[config.mk]
export PLATFORM = sky130hd
export DESIGN_NAME = scope_frame_crc16_packer_unit
export DESIGN_NICKNAME = d
export VERILOG_FILES = /design/src/sv/sfcp_pkg.sv /design/src/sv/sfcp_queue.sv /design/src/sv/sfcp_serializer.sv /design/src/sv/scope_frame_crc16_packer_unit.sv
export SDC_FILE = /design/constraint.sdc
export NUM_CORES = 1
export LEC_CHECK = 0
export BUFFER_PORTS_ARGS = -buffer_cell sky130_fd_sc_hd__buf_2
export CAP_MARGIN = 20
export CORE_MARGIN = 2
export CORE_UTILIZATION = 40
export CTS_BUF_LIST = sky130_fd_sc_hd__clkbuf_8
export DETAILED_ROUTE_END_ITERATION = 10
export GPL_TIMING_DRIVEN = 0
export SLEW_MARGIN = 20
export SYNTH_ARGS = -nofsm -noshare
export SYNTH_HDL_FRONTEND = slang
export SYNTH_SLANG_ARGS = --single-unit
[constraint.sdc]
create_clock -name clk -period 6.3 [get_ports clk]
set_clock_uncertainty 0.15 [all_clocks]
set_input_delay 0 -clock clk [delete_from_list [all_inputs] [get_ports clk]]
set_output_delay 0 -clock clk [all_outputs]
set_load 0.01 [all_outputs]
[src/sv/sfcp_pkg.sv]
// Shared types, constants and the CRC-16/MODBUS byte update for the scope frame packer.
// No dependencies; imported by every module of the block.
package sfcp_pkg;

    localparam int unsigned BYTE_W     = 8;
    localparam int unsigned IDX_W      = 4;
    localparam int unsigned QPTR_W     = 1;
    localparam int unsigned QCNT_W     = 2;

    localparam logic [IDX_W-1:0]  DATA_BYTES = 4'd8;
    localparam logic [IDX_W-1:0]  CRC_LO_IDX = 4'd8;
    localparam logic [IDX_W-1:0]  CRC_HI_IDX = 4'd9;
    localparam logic [QCNT_W-1:0] QUEUE_DEPTH = 2'd2;

    localparam logic [15:0] CRC_INIT = 16'hFFFF;
    localparam logic [15:0] CRC_POLY = 16'hA001;

    typedef logic [7:0][BYTE_W-1:0] frame_data_t;

    typedef struct packed {
        logic nonempty;
        logic full;
    } queue_status_t;

    typedef struct packed {
        logic             pop;
        logic [IDX_W-1:0] byte_idx;
    } back_status_t;

    function automatic logic [15:0] crc_byte(input logic [15:0] crc_in,
                                             input logic [BYTE_W-1:0] data);
        logic [15:0] c;
        c = crc_in ^ {8'h00, data};
        for (int b = 0; b < 8; b++)
        begin
            if (c[0])
            begin
                c = (c >> 1) ^ CRC_POLY;
            end
            else
            begin
                c = c >> 1;
            end
        end
        return c;
    endfunction

endpackage

[src/sv/sfcp_queue.sv]
// Front buffer: two-entry queue of packed sample items between input and serializer.
// Depends on sfcp_pkg.
module sfcp_queue (
    input  logic                  clk,
    input  logic                  rst_n,
    input  logic                  push,
    input  sfcp_pkg::frame_data_t push_data,
    input  logic                  pop,
    output sfcp_pkg::frame_data_t head,
    output sfcp_pkg::queue_status_t status
);
    import sfcp_pkg::*;

    frame_data_t         entry_reg [2];
    logic [QPTR_W-1:0]   wr_ptr_reg, wr_ptr_next;
    logic [QPTR_W-1:0]   rd_ptr_reg, rd_ptr_next;
    logic [QCNT_W-1:0]   count_reg, count_next;

    always_comb
    begin
        wr_ptr_next = push ? wr_ptr_reg + 1'b1 : wr_ptr_reg;
        rd_ptr_next = pop ? rd_ptr_reg + 1'b1 : rd_ptr_reg;
        count_next  = count_reg;
        if (push && !pop)
        begin
            count_next = count_reg + 1'b1;
        end
        else if (pop && !push)
        begin
            count_next = count_reg - 1'b1;
        end
    end

    always_ff @(posedge clk or negedge rst_n)
    begin
        if (!rst_n)
        begin
            wr_ptr_reg <= '0;
            rd_ptr_reg <= '0;
            count_reg  <= '0;
        end
        else
        begin
            wr_ptr_reg <= wr_ptr_next;
            rd_ptr_reg <= rd_ptr_next;
            count_reg  <= count_next;
        end
    end

    always_ff @(posedge clk)
    begin
        if (push)
        begin
            entry_reg[wr_ptr_reg] <= push_data;
        end
    end

    assign head            = entry_reg[rd_ptr_reg];
    assign status.nonempty = (count_reg != '0);
    assign status.full     = (count_reg == QUEUE_DEPTH);

endmodule

[src/sv/sfcp_serializer.sv]
// Back end: walks the queue head out byte by byte, folds CRC-16/MODBUS, appends the CRC.
// Depends on sfcp_pkg; fed by sfcp_queue.
module sfcp_serializer (
    input  logic                    clk,
    input  logic                    rst_n,
    input  sfcp_pkg::frame_data_t   head,
    input  sfcp_pkg::queue_status_t q_status,
    output sfcp_pkg::back_status_t  status,
    output logic                    out_valid,
    input  logic                    out_stall,
    output logic [7:0]              frame_byte,
    output logic                    frame_last
);
    import sfcp_pkg::*;

    logic [IDX_W-1:0]  idx_reg, idx_next;
    logic [15:0]       crc_reg, crc_next;
    logic              valid_reg, valid_next;
    logic [BYTE_W-1:0] byte_reg, byte_next;
    logic              last_reg, last_next;
    logic              load;
    logic              fire;
    logic              is_data;
    logic              is_last;
    logic [BYTE_W-1:0] sel_byte;

    assign load    = !valid_reg || !out_stall;
    assign fire    = load && q_status.nonempty;
    assign is_data = (idx_reg < DATA_BYTES);
    assign is_last = (idx_reg == CRC_HI_IDX);

    always_comb
    begin
        case (idx_reg)
            CRC_LO_IDX: sel_byte = crc_reg[7:0];
            CRC_HI_IDX: sel_byte = crc_reg[15:8];
            default:    sel_byte = head[idx_reg[2:0]];
        endcase
    end

    always_comb
    begin
        idx_next   = idx_reg;
        crc_next   = crc_reg;
        valid_next = valid_reg;
        byte_next  = byte_reg;
        last_next  = last_reg;
        if (load)
        begin
            valid_next = q_status.nonempty;
        end
        if (fire)
        begin
            byte_next = sel_byte;
            last_next = is_last;
            if (is_last)
            begin
                idx_next = '0;
                crc_next = CRC_INIT;
            end
            else
            begin
                idx_next = idx_reg + 1'b1;
                if (is_data)
                begin
                    crc_next = crc_byte(crc_reg, sel_byte);
                end
            end
        end
    end

    always_ff @(posedge clk or negedge rst_n)
    begin
        if (!rst_n)
        begin
            idx_reg   <= '0;
            crc_reg   <= CRC_INIT;
            valid_reg <= 1'b0;
        end
        else
        begin
            idx_reg   <= idx_next;
            crc_reg   <= crc_next;
            valid_reg <= valid_next;
        end
    end

    always_ff @(posedge clk)
    begin
        byte_reg <= byte_next;
        last_reg <= last_next;
    end

    assign status.pop      = fire && is_last;
    assign status.byte_idx = idx_reg;
    assign out_valid       = valid_reg;
    assign frame_byte      = byte_reg;
    assign frame_last      = last_reg;

endmodule

[src/sv/scope_frame_crc16_packer_unit.sv]
// Top level of the scope frame packer: input queue plus byte serializer with CRC-16/MODBUS.
// Depends on sfcp_pkg, sfcp_queue and sfcp_serializer.
//
//   channel   handshake              payload
//   input     in_valid / in_stall    channel_one..channel_four (16 bit signed)
//   output    out_valid / out_stall  frame_byte (8 bit), frame_last
//
// Each item yields ten output transactions, one per cycle while out_stall is low.
// Input transactions are taken while the two-entry queue has room, including
// during a frame. Reset empties the queue and the output register.
// A stalled output holds its byte; the serializer waits in place.
module scope_frame_crc16_packer_unit (
    input  logic        clk,
    input  logic        rst_n,
    input  logic        in_valid,
    output logic        in_stall,
    input  logic signed [15:0] channel_one,
    input  logic signed [15:0] channel_two,
    input  logic signed [15:0] channel_three,
    input  logic signed [15:0] channel_four,
    output logic        out_valid,
    input  logic        out_stall,
    output logic [7:0]  frame_byte,
    output logic        frame_last
);
    import sfcp_pkg::*;

    frame_data_t   push_data;
    frame_data_t   head;
    queue_status_t q_status;
    back_status_t  b_status;
    logic          push;

    assign push_data = {channel_four, channel_three, channel_two, channel_one};
    assign in_stall  = q_status.full;
    assign push      = in_valid && !in_stall;

    sfcp_queue u_queue (
        .clk       (clk),
        .rst_n     (rst_n),
        .push      (push),
        .push_data (push_data),
        .pop       (b_status.pop),
        .head      (head),
        .status    (q_status)
    );

    sfcp_serializer u_serializer (
        .clk        (clk),
        .rst_n      (rst_n),
        .head       (head),
        .q_status   (q_status),
        .status     (b_status),
        .out_valid  (out_valid),
        .out_stall  (out_stall),
        .frame_byte (frame_byte),
        .frame_last (frame_last)
    );

    a_idle_index: assert property (@(posedge clk) disable iff (!rst_n)
        !q_status.nonempty |-> (b_status.byte_idx == '0))
        else $error("byte index moved with no item queued");

    a_push_fills: assert property (@(posedge clk) disable iff (!rst_n)
        push |=> q_status.nonempty)
        else $error("accepted item missing from queue");

    a_pop_marks_last: assert property (@(posedge clk) disable iff (!rst_n)
        b_status.pop |=> (out_valid && frame_last))
        else $error("frame ended without last byte");

endmodule

==> results_dict.tcl <==
set metrics [dict create \
    syn_nets 497 \
    maxCapViolations 0 \
    outcome "finished clean" \
    finalSetupViolations 0 \
    critical_path_class "flip-flop to flip-flop" \
    r2r_start "u_serializer.idx_reg[1]" \
    layout_common_cells "137 x edfxtp_1, 80 x buf_2, 68 x dlygate4sd3_1, 37 x mux2i_1, 30 x nand2_1" \
    cp.required_ns 6.53 \
    drc 0 \
    p_total_mw 4.77 \
    power_density_nw_per_um2 548 \
    critPathLaunch "u_serializer.idx_reg[1]" \
    slew_viol_final 0 \
    stdcell_count 828 \
    final_common_cell "edfxtp_1" \
    relSlewSlack_pct 35.4 \
    first_global_vias 4508 \
    io_pins 79 \
    first_pass_iters 4 \
    io_buffers 78 \
    r2r_cells 9 \
    core_sq_um 16700 \
    period_share_pct 58.0 \
    finalHoldViolCount 0 \
    worstPathMaxFanout 7 \
    rsz0062_at_grt "false" \
    synth_compound_area_share_pct 8.54 \
    dp_hpwl_mm 10.0 \
    synth.mux.area_fraction_pct 10.2 \
    ir_drop_mv 0.391 \
    numCtsBuffers 17 \
    drive_gt1_share_pct 27.0 \
    cts_resized 0 \
    largest_reg_flops 128 \
    yosys.area_share.simple_pct 5.13 \
    tritoncts "done" \
    dieArea_sq_um 18300 \
    max_freq_mhz 274 \
    cts_buffer_depth 2 \
    wirelength_mm 14.8 \
    design_area_sq_um 8710 \
    die_w_um 135 \
    numClockSinks 162 \
    synth_edf_count 137 \
    track_usage_pct 17.3 \
    synth-xor-area-share_pct 4.14 \
    yosys_warnings 0 \
    antenna_found_initial 0 \
    tns_ns 0 \
    viasPerCell 5.12 \
    synth.avg_cell_area_sq_um 16.1 \
    hold_path_class "input port to flip-flop" \
    cts_root_buf "clkbuf_8" \
    grt_pass1_wl_mm 23.5 \
    grt_overflow 0 \
    netlist_area_sq_um 6880 \
    synth_top_family_by_area "multiplexers" \
    synth_cell_types 60 \
    worstPathArrival_ns 3.88 \
    rrSetupSlack_ns 2.65 \
    start_util_pct 41.2 \
    ys_ff_latch 162 \
    p_leak_nw 3.26 \
    fin_nets 666 \
    fillCellCount 1443 \
    num_vias 4237 \
    gp_congestion 0.813 \
    final_core_util_pct 52.2 \
    ant_nets 0 \
    syn_inst 428 \
    reg2reg_to "u_serializer.crc_reg[15]" \
    place_inst 730 \
    first_iter_violations 226 \
    start_kind "flip-flop" \
    worstMarginPinSlew_ns 0.970 \
    yosysSeqAreaShare_pct 69.2 \
    rows 47 \
    clock_latency_ns 0.45 \
    endpoint "u_serializer.crc_reg[15]" \
    ys.flop_type "edfxtp_1" \
    synthAdderAreaFrac_pct 0.182 \
    async_reset_ff_share_pct 15.4 \
    syn2layout_area_growth_pct 26.6 \
    htree_levels 4 \
    clkTransAtPathRegs_ns 0.09 \
    critPathCaptureType "flip-flop" \
    grt_start_max_net_pins 51 \
    diodes 0 \
    die_h_um 135 \
    avgRoutedWirePerCell_um 17.9 \
    place_area_sq_um 7650 \
    period_needed_ns 3.65 \
]
repair_timing:
item | CTS | global route
hold buffers | 68 | 0
endpoints found under the hold margin | 181 | 0
buffers inserted | 0 | 0
layer usage:
metal	vias up	wire (um)	GRT usage [%]	share of wire [%]
li1	2009	-	-	-
met1	2104	6320	21.8	43
met2	103	7540	29.1	51
met3	21	637	4.23	4.3
met4	0	297	6.66	2.0
met5	-	0	0	0
critical path: stages (launching register included):
cell,delay (ns)
dfrtp_1,0.35
buf_6,0.15
inv_1,0.10
a21oi_1,0.76
a31oi_1,0.49
a41oi_1,0.39
o211ai_2,0.18
xnor3_1,0.45
xnor3_1,0.39
a21oi_1,0.17
cells in the mapped netlist, drive strengths merged (7+ instances only):
| cell | number | area [sq um] |
|---|---|---|
| edfxtp | 137 | 4110 |
| mux2i | 37 | 370 |
| nand2 | 30 | 113 |
| nor2 | 18 | 70.1 |
| xnor2 | 17 | 156 |
| a21oi | 16 | 80.1 |
| dfstp | 16 | 420 |
| buf | 14 | 119 |
| a22oi | 13 | 103 |
| mux4 | 13 | 300 |
| o21ai | 13 | 65.1 |
| dfrtp | 9 | 225 |
| inv | 9 | 33.8 |
| nand3 | 9 | 45.0 |
| xor2 | 7 | 61.3 |
area by class of cell:
| cell class | instances | area, sq um | area share [%] |
|---|---|---|---|
| Buffer | 20 | 143 | 1.64 |
| Inverter | 10 | 37.5 | 0.431 |
| Tap cell | 220 | 275 | 3.16 |
| Clock inverter | 13 | 145 | 1.67 |
| Timing Repair Buffer | 150 | 1160 | 13.3 |
| Sequential cell | 162 | 4760 | 54.6 |
| Clock buffer | 17 | 234 | 2.69 |
| Multi-Input combinational cell | 236 | 1960 | 22.5 |
power by group:
group	leakage [nW]	internal (mW)	switching [mW]	total (mW)
Clock	0.195	0.381	0.361	0.742
Sequential	1.55	1.57	0.133	1.70
Combinational	1.51	1.15	1.18	2.33
worst min path at each step:
stage,end,depth (start not counted),from
6_report,u_queue.entry_reg[0][53],2,channel_four[5]
5_1_grt,u_queue.entry_reg[0][28],2,channel_two[12]
4_1_cts,u_queue.entry_reg[0][53],2,channel_four[5]
3_5_place_dp,u_serializer.out_valid,1,rst_n
3_3_place_gp,u_serializer.out_valid,1,rst_n
2_1_floorplan,u_queue.count_reg[0],0,rst_n
kinds of logic (layout without fill, tap and decap cells):
kind of cell,count (synthesis),in the layout
multiplexers,53,53
adder cells (fa/ha/maj),1,1
AND/OR/NAND/NOR,75,75
flip-flops,162,162
XOR/XNOR,27,27
AO/OA/AOI/OAI,80,80
buffers and inverters,30,210
through the flow:
stage / hold slack [ns] / setup slack [ns]
after floorplan: -0.446 / 2.36
after global placement: -0.115 / 0.767
after detailed placement: -0.116 / 2.73
after CTS: 0.0926 / 2.69
after global routing: 0.0845 / 2.55
final: 0.112 / 2.65
(Power assumes the default switching activity.)
